`src/rtl/core/sjis_pkg.sv`:
```
// Shared types, mode codes and the half-width kana table of the Shift-JIS widener.
package sjis_pkg;

   localparam int ByteW = 8;

   localparam logic [ByteW-1:0] LeadLo1 = 8'h81;
   localparam logic [ByteW-1:0] LeadHi1 = 8'h9f;
   localparam logic [ByteW-1:0] LeadLo2 = 8'he0;
   localparam logic [ByteW-1:0] LeadHi2 = 8'hef;
   localparam logic [ByteW-1:0] EscByte = 8'h1b;
   localparam logic [ByteW-1:0] NulByte = 8'h00;

   typedef enum logic [2:0] {
      MODE_NORMAL = 3'b001,
      MODE_TRAIL  = 3'b010,
      MODE_ESC    = 3'b100
   } mode_type;

   typedef struct packed {
      logic             hit;
      logic [ByteW-1:0] hi;
      logic [ByteW-1:0] lo;
   } kana_type;

   typedef struct packed {
      logic             valid;
      logic [ByteW-1:0] data;
      kana_type         kana;
   } item_type;

   function automatic kana_type kana_lookup(input logic [ByteW-1:0] b);
      kana_type r;
      r.hit = 1'b1;
      r.hi  = 8'h82;
      r.lo  = 8'h00;
      case (b)
         8'ha0: begin r.hi = 8'h81; r.lo = 8'h40; end
         8'h21: begin r.hi = 8'h81; r.lo = 8'h49; end
         8'h3f: begin r.hi = 8'h81; r.lo = 8'h48; end
         8'ha5: begin r.hi = 8'h81; r.lo = 8'h63; end
         8'ha1: begin r.hi = 8'h81; r.lo = 8'h42; end
         8'ha2: begin r.hi = 8'h81; r.lo = 8'h75; end
         8'ha3: begin r.hi = 8'h81; r.lo = 8'h76; end
         8'ha4: begin r.hi = 8'h81; r.lo = 8'h41; end
         8'ha6: r.lo = 8'hf0;
         8'ha7: r.lo = 8'h9f;
         8'ha8: r.lo = 8'ha1;
         8'ha9: r.lo = 8'ha3;
         8'haa: r.lo = 8'ha5;
         8'hab: r.lo = 8'ha7;
         8'hac: r.lo = 8'he1;
         8'had: r.lo = 8'he3;
         8'hae: r.lo = 8'he5;
         8'haf: r.lo = 8'hc1;
         8'hb0: begin r.hi = 8'h81; r.lo = 8'h5b; end
         8'hb1: r.lo = 8'ha0;
         8'hb2: r.lo = 8'ha2;
         8'hb3: r.lo = 8'ha4;
         8'hb4: r.lo = 8'ha6;
         8'hb5: r.lo = 8'ha8;
         8'hb6: r.lo = 8'ha9;
         8'hb7: r.lo = 8'hab;
         8'hb8: r.lo = 8'had;
         8'hb9: r.lo = 8'haf;
         8'hba: r.lo = 8'hb1;
         8'hbb: r.lo = 8'hb3;
         8'hbc: r.lo = 8'hb5;
         8'hbd: r.lo = 8'hb7;
         8'hbe: r.lo = 8'hb9;
         8'hbf: r.lo = 8'hbb;
         8'hc0: r.lo = 8'hbd;
         8'hc1: r.lo = 8'hbf;
         8'hc2: r.lo = 8'hc2;
         8'hc3: r.lo = 8'hc4;
         8'hc4: r.lo = 8'hc6;
         8'hc5: r.lo = 8'hc8;
         8'hc6: r.lo = 8'hc9;
         8'hc7: r.lo = 8'hca;
         8'hc8: r.lo = 8'hcb;
         8'hc9: r.lo = 8'hcc;
         8'hca: r.lo = 8'hcd;
         8'hcb: r.lo = 8'hd0;
         8'hcc: r.lo = 8'hd3;
         8'hcd: r.lo = 8'hd6;
         8'hce: r.lo = 8'hd9;
         8'hcf: r.lo = 8'hdc;
         8'hd0: r.lo = 8'hdd;
         8'hd1: r.lo = 8'hde;
         8'hd2: r.lo = 8'hdf;
         8'hd3: r.lo = 8'he0;
         8'hd4: r.lo = 8'he2;
         8'hd5: r.lo = 8'he4;
         8'hd6: r.lo = 8'he6;
         8'hd7: r.lo = 8'he7;
         8'hd8: r.lo = 8'he8;
         8'hd9: r.lo = 8'he9;
         8'hda: r.lo = 8'hea;
         8'hdb: r.lo = 8'heb;
         8'hdc: r.lo = 8'hed;
         8'hdd: r.lo = 8'hf1;
         default: begin
            r.hit = 1'b0;
            r.hi  = 8'h00;
         end
      endcase
      return r;
   endfunction

endpackage

```
`src/rtl/core/sjis_fetch.sv`:
```
// Input stage: takes a byte transfer and registers it with its kana table lookup.
module sjis_fetch (
   input  logic                         clock,
   input  logic                         reset,
   input  logic                         req_tvalid,
   output logic                         req_tready,
   input  logic [sjis_pkg::ByteW-1:0]   req_tdata,   // [7:0] in_byte
   input  logic                         consume,
   output sjis_pkg::item_type           item
);
   import sjis_pkg::*;

   logic             valid_ff, valid_in;
   logic [ByteW-1:0] data_ff;
   kana_type         kana_ff;
   logic             accept;

   assign req_tready = !valid_ff || consume;
   assign accept     = req_tvalid && req_tready;

   always_comb begin
      valid_in = valid_ff;
      if (consume) valid_in = 1'b0;
      if (accept)  valid_in = 1'b1;
   end

   always_ff @(posedge clock) begin
      if (reset) begin
         valid_ff <= 1'b0;
      end else begin
         valid_ff <= valid_in;
      end
   end

   // table read is registered together with the byte
   always_ff @(posedge clock) begin
      if (accept) begin
         data_ff <= req_tdata;
         kana_ff <= kana_lookup(req_tdata);
      end
   end

   assign item.valid = valid_ff;
   assign item.data  = data_ff;
   assign item.kana  = kana_ff;

endmodule

```
`src/rtl/core/sjis_emit.sv`:
```
// Decode stage: tracks the byte mode and drives the result register.
module sjis_emit (
   input  logic                         clock,
   input  logic                         reset,
   input  logic                         convert_enable,
   input  sjis_pkg::item_type           item,
   output logic                         consume,
   output logic                         rsp_tvalid,
   input  logic                         rsp_tready,
   output logic [sjis_pkg::ByteW-1:0]   rsp_tdata,   // [7:0] out_byte
   output logic                         rsp_tlast,   // last_of_run
   output logic                         rsp_tuser    // [0] end_of_string
);
   import sjis_pkg::*;

   mode_type         mode_ff, mode_in;
   logic             out_valid_ff, out_valid_in;
   logic [ByteW-1:0] out_data_ff, out_data_in;
   logic             out_last_ff, out_last_in;
   logic             out_end_ff, out_end_in;
   logic             lo_valid_ff, lo_valid_in;
   logic [ByteW-1:0] lo_data_ff, lo_data_in;
   logic             slot_free;
   logic             is_lead;

   assign slot_free = !out_valid_ff || rsp_tready;
   assign is_lead   = ((item.data >= LeadLo1) && (item.data <= LeadHi1)) ||
                      ((item.data >= LeadLo2) && (item.data <= LeadHi2));
   assign consume   = slot_free && !lo_valid_ff && item.valid;

   always_comb begin
      mode_in      = mode_ff;
      out_valid_in = out_valid_ff && !rsp_tready;
      out_data_in  = out_data_ff;
      out_last_in  = out_last_ff;
      out_end_in   = out_end_ff;
      lo_valid_in  = lo_valid_ff;
      lo_data_in   = lo_data_ff;
      if (slot_free && lo_valid_ff) begin
         // second byte of a widened kana
         out_valid_in = 1'b1;
         out_data_in  = lo_data_ff;
         out_last_in  = 1'b1;
         out_end_in   = 1'b0;
         lo_valid_in  = 1'b0;
      end else if (consume) begin
         out_valid_in = 1'b1;
         out_data_in  = item.data;
         out_last_in  = 1'b1;
         out_end_in   = 1'b0;
         mode_in      = MODE_NORMAL;
         if (item.data == NulByte) begin
            out_end_in = 1'b1;
         end else if (!convert_enable || (mode_ff != MODE_NORMAL)) begin
            // pass trail or escaped byte unchanged
         end else if (is_lead) begin
            mode_in = MODE_TRAIL;
         end else if (item.data == EscByte) begin
            // drop the escape itself
            out_valid_in = 1'b0;
            mode_in      = MODE_ESC;
         end else if (item.kana.hit) begin
            out_data_in = item.kana.hi;
            out_last_in = 1'b0;
            lo_valid_in = 1'b1;
            lo_data_in  = item.kana.lo;
         end
      end
   end

   always_ff @(posedge clock) begin
      if (reset) begin
         mode_ff      <= MODE_NORMAL;
         out_valid_ff <= 1'b0;
         lo_valid_ff  <= 1'b0;
      end else begin
         mode_ff      <= mode_in;
         out_valid_ff <= out_valid_in;
         lo_valid_ff  <= lo_valid_in;
      end
   end

   always_ff @(posedge clock) begin
      out_data_ff <= out_data_in;
      out_last_ff <= out_last_in;
      out_end_ff  <= out_end_in;
      lo_data_ff  <= lo_data_in;
   end

   assign rsp_tvalid = out_valid_ff;
   assign rsp_tdata  = out_data_ff;
   assign rsp_tlast  = out_last_ff;
   assign rsp_tuser  = out_end_ff;

endmodule

```
`src/rtl/core/sjis_halfwidth_kana_widener_unit.sv`:
```
// Shift-JIS half-width kana widener: top level with the enable register.
// Path: the input byte is registered in the fetch stage, then in the result register.
// Throughput: one input byte per cycle while the result channel is ready; a widened
// kana puts two bytes on the result channel, and input waits while the second is pending.
// Reset: synchronous, clears the byte mode, the enable register and all valids.
module sjis_halfwidth_kana_widener_unit (
   input  logic                         clock,
   input  logic                         reset,
   input  logic                         req_tvalid,
   output logic                         req_tready,
   input  logic [sjis_pkg::ByteW-1:0]   req_tdata,   // [7:0] in_byte
   output logic                         rsp_tvalid,
   input  logic                         rsp_tready,
   output logic [sjis_pkg::ByteW-1:0]   rsp_tdata,   // [7:0] out_byte
   output logic                         rsp_tlast,   // last_of_run
   output logic                         rsp_tuser,   // [0] end_of_string
   input  logic                         csr_valid,
   output logic                         csr_ready,
   input  logic                         csr_wdata    // convert_enable
);
   import sjis_pkg::*;

   logic     enable_ff;
   logic     consume;
   item_type item;

   assign csr_ready = 1'b1;

   always_ff @(posedge clock) begin
      if (reset) begin
         enable_ff <= 1'b0;
      end else if (csr_valid) begin
         enable_ff <= csr_wdata;
      end
   end

   sjis_fetch u_fetch (
      .clock      (clock),
      .reset      (reset),
      .req_tvalid (req_tvalid),
      .req_tready (req_tready),
      .req_tdata  (req_tdata),
      .consume    (consume),
      .item       (item)
   );

   sjis_emit u_emit (
      .clock          (clock),
      .reset          (reset),
      .convert_enable (enable_ff),
      .item           (item),
      .consume        (consume),
      .rsp_tvalid     (rsp_tvalid),
      .rsp_tready     (rsp_tready),
      .rsp_tdata      (rsp_tdata),
      .rsp_tlast      (rsp_tlast),
      .rsp_tuser      (rsp_tuser)
   );

endmodule

```
`config.mk`:
```
export PLATFORM = sky130hd
export DESIGN_NAME = sjis_halfwidth_kana_widener_unit
export DESIGN_NICKNAME = d
export VERILOG_FILES = /design/src/rtl/core/sjis_pkg.sv /design/src/rtl/core/sjis_fetch.sv /design/src/rtl/core/sjis_emit.sv /design/src/rtl/core/sjis_halfwidth_kana_widener_unit.sv
export SDC_FILE = /design/constraint.sdc
export NUM_CORES = 1
export LEC_CHECK = 0
export BUFFER_PORTS_ARGS = -buffer_cell sky130_fd_sc_hd__buf_4
export CORE_UTILIZATION = 54
export CTS_BUF_LIST = sky130_fd_sc_hd__clkbuf_16
export DETAILED_ROUTE_END_ITERATION = 6
export MAX_ROUTING_LAYER = met4
export PLACE_DENSITY = 0.77
export SYNTH_ARGS = -nofsm -noshare
export SYNTH_HDL_FRONTEND = slang
export SYNTH_SLANG_ARGS = --single-unit
```
`constraint.sdc`:
```
create_clock -name clock -period 2.4 [get_ports clock]
set_clock_uncertainty 0.2 [all_clocks]
set_input_delay 0.12 -clock clock [delete_from_list [all_inputs] [get_ports clock]]
set_output_delay 0.12 -clock clock [all_outputs]
set_load 0.01 [all_outputs]
```
* Word-level counts from Yosys, hierarchy flattened
Cells that the tools add are included.
Operators by class: reduce and logical (&&, ||, !) cells 26, $mul 0, add/sub/neg operators 0, multiplexer cells 28, $lt $le $gt $ge 4, divide/modulo/power cells 0, eq/ne operators 66, shift-type cells 0, bitwise operators 5
Operators by type and width (count):
- 8-bit case mux with 64 select lines | 1
- 8-bit == test, second input constant | 62
- 64-bit OR reduction | 1
- 8-bit two-way mux | 7
- 55-bit OR reduction | 1
- 8-bit by 6-bit == test with 1-bit output, second input constant | 2
- 8-bit >= comparator, second input constant | 2
- 8-bit <= comparator, second input constant | 2
- 8-bit case mux with 2 select lines | 1
- 1-bit two-way mux | 15
- 3-bit two-way mux | 4
- 9-bit OR reduction | 1
- 8-bit by 5-bit == test with 1-bit output, second input constant | 1
- 8-bit zero test | 1
- 1-bit logical AND | 7
- 7-bit AND reduction | 1
- 6-bit AND reduction | 1
- 1-bit zero test | 5
- 1-bit inverter | 5
- 1-bit logical OR | 4
- 2-bit nonzero test | 2
- 3-bit by 1-bit != test with 1-bit output, second input constant | 1
- 2-bit AND reduction | 1
- 2-bit OR reduction | 1
Word-level totals: output and inout port bits 13, memory bits (writable) 0, flip-flop bits (word level) 50, memory bits (read-only) 0, bits of input ports 14, memories 0, bits in latches 0

* Logic depth before layout (Yosys ltp)
Gate-level depths: netlist of run 1.
depth after elaboration 8, mapped depth 8, depth with buffers taken out 5

* Modules after synthesis
Synthesis of run 1 repeated with hierarchy kept, for this count alone.
Second synthesis, totals: cells, all modules 329, area total of the unflattened synthesis 2981.6 sq um
By module, submodules not included:
- sjis_fetch | seq. area each 620.6 sq um, cells an instance 210, instances 1, area each 1765.4 sq um
- sjis_emit | seq. area each 620.6 sq um, cells an instance 114, instances 1, area each 1171.1 sq um
- sjis_halfwidth_kana_widener_unit | seq. area each 20.0 sq um, cells an instance 5, instances 1, area each 45.0 sq um

* Least setup slack after synthesis of run 1
OpenSTA, ideal clock, no wires.
kind reg-to-reg, start point register u_fetch.data_ff[4], end point register u_emit.lo_data_ff[0], enable pin, period minus slack after synthesis 2310 ps, buffers on the path 0, path slack 90 ps, stages on the path, launching flop included 6, data arrival time 1786 ps, path through edfxtp_1 nor4_4 o311ai_2 or2_4 or3_4 inv_1
Between the ends: longest elaborated chain between the ends 5
RTL lines:
- start, declared | RTL line sjis_fetch.sv:14 | logic [ByteW-1:0] data_ff;
- start signal, assigned | RTL line sjis_fetch.sv:38 | data_ff <= req_tdata;
- 8-bit >= comparator, or another cell as far along | RTL line sjis_emit.sv:27 | assign is_lead = ((item.data >= LeadLo1) && (item.data <= LeadHi1)) ||
- 1-bit logical AND (on tied branches) | RTL line sjis_emit.sv:27, sjis_emit.sv:28
- 1-bit logical OR | RTL line sjis_emit.sv:27
- 1-bit inverter (no source line)
- 7-bit AND reduction (no source line) *
- end signal, assigned | RTL line sjis_emit.sv:87 | lo_data_ff <= lo_data_in;
- end, declared | RTL line sjis_emit.sv:22 | logic [ByteW-1:0] lo_data_ff, lo_data_in;
Mark *: on every way between the ends. The rest lies on a longest branch, timed or not. A chain may end at the register's enable or synchronous reset.

* Worst setup path in the final report of run 1
start point input req_tdata[7] (netlist name), end point register u_fetch.kana_ff (netlist bit u_fetch.item[15]), data pin
Between the ends: longest elaborated chain between the ends 3
RTL lines:
- start, declared | RTL line sjis_halfwidth_kana_widener_unit.sv:11 | input logic [sjis_pkg::ByteW-1:0] req_tdata,
- 8-bit == test or 8-bit by 6-bit == test with 1-bit output (tied branches) | RTL line sjis_pkg.sv:36 | case (b)
- 55-bit OR reduction (no source line) or 9-bit OR reduction (tied branches)
- 8-bit case mux with 2 select lines * | RTL line sjis_pkg.sv:36
- end signal, assigned | RTL line sjis_fetch.sv:39 | kana_ff <= kana_lookup(req_tdata);
- end, declared | RTL line sjis_fetch.sv:15 | kana_type kana_ff;
Marked as above.

==> results of run 1 <==
## layout by cell type, fill, tap and decap left out, types with 5 or more instances in the layout
cell type and n:
sky130_fd_sc_hd__buf_4 42, sky130_fd_sc_hd__edfxtp_1 36, sky130_fd_sc_hd__nand2_1 27, sky130_fd_sc_hd__nor2_1 20
sky130_fd_sc_hd__o21ai_0 15, sky130_fd_sc_hd__a21oi_1 13, sky130_fd_sc_hd__nand3_1 11, sky130_fd_sc_hd__inv_1 9
sky130_fd_sc_hd__dfxtp_1 9, sky130_fd_sc_hd__nand2b_1 8, sky130_fd_sc_hd__nor2b_1 7, sky130_fd_sc_hd__nor3_1 7
sky130_fd_sc_hd__o211ai_1 7, sky130_fd_sc_hd__dlygate4sd3_1 7, sky130_fd_sc_hd__o22ai_1 6, sky130_fd_sc_hd__and2_1 5
sky130_fd_sc_hd__nand3b_1 5, sky130_fd_sc_hd__nand4_1 5, sky130_fd_sc_hd__nand4b_1 5, sky130_fd_sc_hd__clkbuf_16 5
## critical path, stage by stage
cell and delay, ps:
sky130_fd_sc_hd__dlygate4sd3_1 540, sky130_fd_sc_hd__buf_4 190, sky130_fd_sc_hd__nor4bb_1 170, sky130_fd_sc_hd__buf_4 160
sky130_fd_sc_hd__a32o_1 260, sky130_fd_sc_hd__a2111oi_2 590, sky130_fd_sc_hd__nand4b_1 170
## area by class of cell
| type | instances | area share |
|---|---|---|
| multi-input cells | 225 | 0.431 |
| clock inverters | 3 | 0.0110 |
| flip-flops and latches | 45 | 0.371 |
| inverters | 9 | 0.0110 |
| well taps | 70 | 0.0257 |
| clock buffers | 5 | 0.0368 |
| repair buffers | 49 | 0.113 |
## per-stage QoR
step / util / cell area (µm²) / cells / worst slack, ps / total power [W]
after floorplan: - / 2860 / 302 / 89.8 / 0.00112
after global placement: 0.619 / 3160 / 391 / 70.7 / 0.00122
after detailed placement: 0.619 / 3160 / 391 / 4.35 / 0.00122
after CTS: 0.664 / 3390 / 406 / 3.18 / 0.00196
after global routing: 0.666 / 3400 / 406 / 15.6 / 0.00203
final: 0.666 / 3400 / 406 / -1.26 / 0.00196
## path summary, 6_finish.rpt
kind / start / to / cells past startpoint
max reg2reg: u_fetch.data_ff[4]$_DFFE_PP_ / u_emit.lo_data_ff[1]$_DFFE_PP_ / 5
min reg2reg: u_fetch.item[0]$_DFFE_PP_ / u_emit.lo_data_ff[0]$_DFFE_PP_ / 0
max: req_tdata[7] / u_fetch.item[15]$_DFFE_PP_ / 7
min: req_tdata[4] / u_fetch.data_ff[4]$_DFFE_PP_ / 1
## registers in the layout, indices dropped and copies added (netlist names)
| signal | count |
|---|---|
| enable_ff | 1 |
| u_emit.lo_data_ff | 8 |
| u_emit.lo_valid_ff | 1 |
| u_emit.mode_ff | 3 |
| u_emit.rsp_tdata | 8 |
| u_emit.rsp_tlast | 1 |
| u_emit.rsp_tuser | 1 |
| u_emit.rsp_tvalid | 1 |
| u_fetch.data_ff | 8 |
| u_fetch.item | 12 |
| u_fetch.valid_ff | 1 |
## kinds of logic (layout without fill, tap and decap cells)
logic type	after synthesis	in the layout	synth area share
AO/OA/AOI/OAI	89	89	0.227
XOR/XNOR	2	2	0.00612
buffers and inverters	32	66	0.0481
flip-flops	45	45	0.441
multiplexers	2	2	0.00700
other	1	1	0.00131
AND/OR/NAND/NOR	131	131	0.270
## layer usage
layer	vias up	global-route usage	routed length, µm
met5	-	-	0
met4	0	0.153	267
met3	35	0.0495	480
met2	147	0.480	3770
met1	1212	0.358	2820
li1	1236	-	-
## what timing repair did
action	in CTS	in global routing
endpoints found under the setup margin	0	10
hold endpoints to repair	10	0
hold buffers	7	0
resized for setup	0	3
## cells in the mapped netlist, types with 3 or more instances
cell type	number
sky130_fd_sc_hd__a31oi_1	4
sky130_fd_sc_hd__o31ai_1	4
sky130_fd_sc_hd__inv_1	9
sky130_fd_sc_hd__o22ai_1	6
sky130_fd_sc_hd__nor3b_1	4
sky130_fd_sc_hd__nand2_1	28
sky130_fd_sc_hd__nand4_1	5
sky130_fd_sc_hd__dfxtp_1	9
sky130_fd_sc_hd__o21a_1	3
sky130_fd_sc_hd__a221oi_1	4
sky130_fd_sc_hd__o21ai_0	15
sky130_fd_sc_hd__nand4b_1	5
sky130_fd_sc_hd__a21oi_1	13
sky130_fd_sc_hd__a32oi_1	4
sky130_fd_sc_hd__and2_1	5
sky130_fd_sc_hd__and3b_1	4
sky130_fd_sc_hd__buf_1	4
sky130_fd_sc_hd__buf_2	11
sky130_fd_sc_hd__clkbuf_1	7
sky130_fd_sc_hd__nor3_1	7
sky130_fd_sc_hd__nor2_1	20
sky130_fd_sc_hd__nor2b_1	8
sky130_fd_sc_hd__edfxtp_1	36
sky130_fd_sc_hd__nand3_1	11
sky130_fd_sc_hd__o211ai_1	7
sky130_fd_sc_hd__nand2b_1	8
sky130_fd_sc_hd__a211o_1	3
sky130_fd_sc_hd__nand3b_1	5
## report_power, final
group	total (W)	switching [W]	leakage [nW]	internal (W)
Sequential	0.000918	0.0000222	0.421	0.000896
Combinational	0.000309	0.000182	0.728	0.000127
Clock	0.000731	0.000249	0.0826	0.000483
==> summary.txt, run 1 <==
Logic synthesis
  • Seq/Total Area, Yosys: 0.441
  • EDFF count, synth: 36
  • Cell type contributing the most total cell area after synthesis: sky130_fd_sc_hd__edfxtp_1
  • Async set-or-reset flop fraction in the synthesized netlist: 0
  • Cells after Synth: 302
  • Mean Syn Cell Area: 9.48 µm²
  • Post-Synthesis Cell Area: 2860 µm²
  • Post-synth top flop: sky130_fd_sc_hd__edfxtp_1
  • Count of synthesis-stage warnings from yosys: 0
  • Post-synthesis sequential element count: 45
  • Synth top area share: 0.378
  • Cell variety after synth: 71
  • Synth area leaders: sky130_fd_sc_hd__edfxtp_1 38%, sky130_fd_sc_hd__dfxtp_1 6.3%, sky130_fd_sc_hd__nand2_1 3.7%, sky130_fd_sc_hd__nor2_1 2.6%, sky130_fd_sc_hd__o21ai_0 2.6%
  • Number of nets in the synthesized netlist: 316

Setup path
  • Endpoint arrival time on the critical path: 2200 ps
  • Critical path startpoint category: input port
  • Worst setup EP type: flop
  • Category of the critical setup timing path: in -> reg
  • Register-to-Register Setup Slack: 100 ps
  • Worst endpoint required time: 2190 ps
  • Max Fanout on Critical Path: 14

Route
  • Via density per instance: 6.48
  • Sum of routed wire length over all layers: 7.34 mm
  • Post-DR wirelength/cell: 18.1 µm
  • Detailed-router iteration count before antenna repair: 5
  • Via count: 2630
  • Number of nets with antenna violations after routing: 0
  • Number of design rule violations left after detail routing: 0
  • Initial drt markers: 144

Global routing
  • Number of global-route vias before repair: 2449
  • Residual overflow from global routing: 0
  • Largest net degree at the start of global routing: 40
  • Global Route Usage Sum: 0.297
  • Antenna violations before repair: 0
  • Global-route wire length before repair: 12.0 mm

Finish
  • Ratio of cells with drive above 1 in the final layout: 0.185
  • Storage element area: 1260 µm²
  • Relative area change from synthesis to final layout: 18.9%
  • Combined area of the multi-input logic cells: 1470 µm²
  • Number of diodes: 0
  • Total Nets Final: 349
  • Count of fill cells added during filler insertion: 405

Flow run
  • Number of violations of the max-capacitance limit: 0

Floorplan
  • Initial cell density of the core: 0.560
  • Area of the placeable core: 5110 µm²
  • Standard-cell rows: 26
  • Number of placed I/O pins: 27
  • Height of the chip: 74.8 µm
  • Die boundary width: 74.8 µm
  • Die Outline Area: 5590 µm²

Timing
  • Worst-case headroom to the max-slew limit: 0.595
  • Transition time at the pin with the least slew margin: 603 ps
  • Post-route worst hold slack: 51.3 ps
  • Unrepaired setup endpoints after global routing: no
  • Max Transition Viols Final: 0
  • Endpoints failing setup: 1
  • Total count of hold-check failures in the final report: 0
  • Slack of the critical path: -1.26 ps
  • Max Clock Freq: 416 MHz
  • Accumulated negative setup slack: -1.26 ps
  • Shortest period the worst path allows: 2400 ps
  • Part of the cycle the worst path needs: 1.00

Placement
  • Port bufs: 25
  • Estimated wirelength of the detail-placed design: 5.15 mm
  • Gp weighted congestion: 0.979

Clock tree
  • Maximum number of buffers from clock root to sink: 2
  • Clock slew at the register clock pins of the worst setup and hold paths: 50 ps
  • Clock insertion delay at the later pin of the skew report: 280 ps
  • Buffers inserted by post-CTS timing repair: 0
  • Number of clock buffers inserted by TritonCTS: 5
  • Number of sinks handled by clock tree synthesis: 45
  • Number of levels the H-tree was split into: 2
  • Clock root buffer: sky130_fd_sc_hd__clkbuf_16
  • Clock tree from TritonCTS: yes

Pwr
  • Lkg Pwr: 1.23 nW
  • Ratio of total power to cell area: 576 nW/µm²
  • Worst vdd ir: 0.000440 V

Outcome
  • Run status: complete, but fails checks
  • Violations in the final reports: setup timing

Min path
  • Classification of the worst-slack hold path: in -> reg
Power figures use the tool's default switching activity.
==> inputs of run 2 (changes only) <==
- HOLD_SLACK_MARGIN: not set -> 0.06
==> summary.txt, run 2 (synthesis results as in run 1) <==
Timing
  • Endpoints failing setup: 0
  • Accumulated negative setup slack: 0 ps
  • Total count of hold-check failures in the final report: 0
  • Unrepaired setup endpoints after global routing: no
  • Max Clock Freq: 427 MHz
  • Max Transition Viols Final: 0
  • Slack of the critical path: 59.0 ps
  • Part of the cycle the worst path needs: 0.975
  • Shortest period the worst path allows: 2340 ps
  • Worst-case headroom to the max-slew limit: 0.627
  • Transition time at the pin with the least slew margin: 555 ps

Finish
  • Max FFs per register: 12
  • Most common cell after layout, fill and taps aside: sky130_fd_sc_hd__buf_4
  • Combined area of the multi-input logic cells: 1480 µm²
  • Number of diodes: 0
  • Storage element area: 1260 µm²
  • Ratio of cells with drive above 1 in the final layout: 0.183
  • Commonest non-fill, non-tap cells in the layout: 42 x sky130_fd_sc_hd__buf_4, 36 x sky130_fd_sc_hd__edfxtp_1, 27 x sky130_fd_sc_hd__nand2_1
  • Total Nets Final: 351
  • Register ranked first by flip-flop count: u_fetch.item
  • Relative area change from synthesis to final layout: 20.0%
  • Count of fill cells added during filler insertion: 403

Placement
  • Post-placement worst setup slack: 4.35 ps
  • Estimated wirelength of the detail-placed design: 5.15 mm
  • Port bufs: 25
  • Gp weighted congestion: 0.979

Clock tree
  • Clock insertion delay at the later pin of the skew report: 280 ps
  • Number of levels the H-tree was split into: 2
  • Maximum number of buffers from clock root to sink: 2
  • Buffers inserted by post-CTS timing repair: 0
  • Clock slew at the register clock pins of the worst setup and hold paths: 50 ps
  • Clock root buffer: sky130_fd_sc_hd__clkbuf_16
  • Clock tree from TritonCTS: yes
  • Number of sinks handled by clock tree synthesis: 45
  • Number of clock buffers inserted by TritonCTS: 5

Flow run
  • Number of violations of the max-capacitance limit: 0

Route
  • Sum of routed wire length over all layers: 7.35 mm
  • Via density per instance: 6.35
  • Detailed-router iteration count before antenna repair: 5
  • Number of nets with antenna violations after routing: 0
  • Post-DR wirelength/cell: 18.0 µm
  • Initial drt markers: 140
  • Via count: 2589
  • Number of design rule violations left after detail routing: 0

Global routing
  • Largest net degree at the start of global routing: 40
  • GR met3 Demand/Resource: 0.0495
  • Layer with the highest usage: met2
  • Global Route Usage Sum: 0.299
  • Number of global-route vias before repair: 2462
  • Antenna violations before repair: 0
  • Met1 Use GR: 0.359
  • Met2 layer usage reported by global route: 0.484
  • Global-route wire length before repair: 12.1 mm
  • Residual overflow from global routing: 0

Setup path
  • Max Fanout on Critical Path: 28
  • Endpoint arrival time on the critical path: 2160 ps
  • Worst endpoint required time: 2220 ps
  • Category of the critical setup timing path: in -> reg
  • Worst setup EP type: flop
  • Critical path startpoint category: input port

Pwr
  • Worst vdd ir: 0.000434 V
  • Lkg Pwr: 1.24 nW
  • Ratio of total power to cell area: 572 nW/µm²

Outcome
  • Run status: finished clean

Floorplan
  • Die Outline Area: 5590 µm²
  • Area of the placeable core: 5110 µm²
  • Height of the chip: 74.8 µm
  • Die boundary width: 74.8 µm
  • Number of placed I/O pins: 27
  • Initial cell density of the core: 0.560
  • Standard-cell rows: 26

Min path
  • Classification of the worst-slack hold path: in -> reg
run 2: cell count changes in the layout (fill, tap and decap cells not counted), sizes merged:
cell         previous run  this run
dlygate4sd3             7         9
run 2: report_power, final:
part | internal (W) | switching, W | leakage [nW]
registers | 0.000896 | 0.0000223 | 0.421
logic | 0.000130 | 0.000183 | 0.740
clock network | 0.000482 | 0.000250 | 0.0826
total | 0.00151 | 0.000455 | 1.24
run 2: worst paths after layout:
check                                             startpoint                             end  slack (ps)  cells past startpoint
worst max-delay path                            req_tdata[4]       u_fetch.item[5]$_DFFE_PP_          60                      7
worst min-delay path                            req_tdata[0]    u_fetch.data_ff[0]$_DFFE_PP_          70                      1
worst max register to register  u_fetch.data_ff[4]$_DFFE_PP_  u_emit.lo_data_ff[1]$_DFFE_PP_         100                      5
worst min register to register     u_fetch.item[0]$_DFFE_PP_  u_emit.lo_data_ff[0]$_DFFE_PP_         210                      0
run 2: layer usage:
| metal | vias up | part of all wire |
|---|---|---|
| met1 | 1209 | 0.40 |
| li1 | 1235 | - |
| met3 | 26 | 0.059 |
| met2 | 119 | 0.51 |
| met4 | 0 | 0.033 |
| met5 | - | 0 |
run 2: repair_timing:
item,CTS,global route
endpoints found under the hold margin,12,0
hold buffers,9,0
endpoints found under the setup margin,0,13
gates resized for setup,0,4
run 2: layout make-up:
class,instances,share of cell area
clock buffers,5,0.0364
clock inverters,3,0.0109
inverters,9,0.0109
multi-input cells,225,0.431
flip-flops and latches,45,0.367
well taps,70,0.0255
repair buffers,51,0.118
run 2: critical path, stage by stage:
cell                            delay (ps)
sky130_fd_sc_hd__dlygate4sd3_1         540
sky130_fd_sc_hd__buf_4                 280
sky130_fd_sc_hd__and4bb_1              290
sky130_fd_sc_hd__nand3b_1              110
sky130_fd_sc_hd__a21oi_1                70
sky130_fd_sc_hd__o32a_1                350
sky130_fd_sc_hd__or3b_1                390
run 2: metrics by stage:
stage          area, µm²  utilization  cells  total power, W  hold WS (ps)
3_5_place_dp        3160        0.619    391         0.00122           143
2_1_floorplan       2860            -    302         0.00112         -15.4
3_3_place_gp        3160        0.619    391         0.00122           142
4_1_cts             3410        0.668    408         0.00196          60.1
5_1_grt             3430        0.672    408         0.00204          71.6
6_report            3430        0.672    408         0.00196          66.5
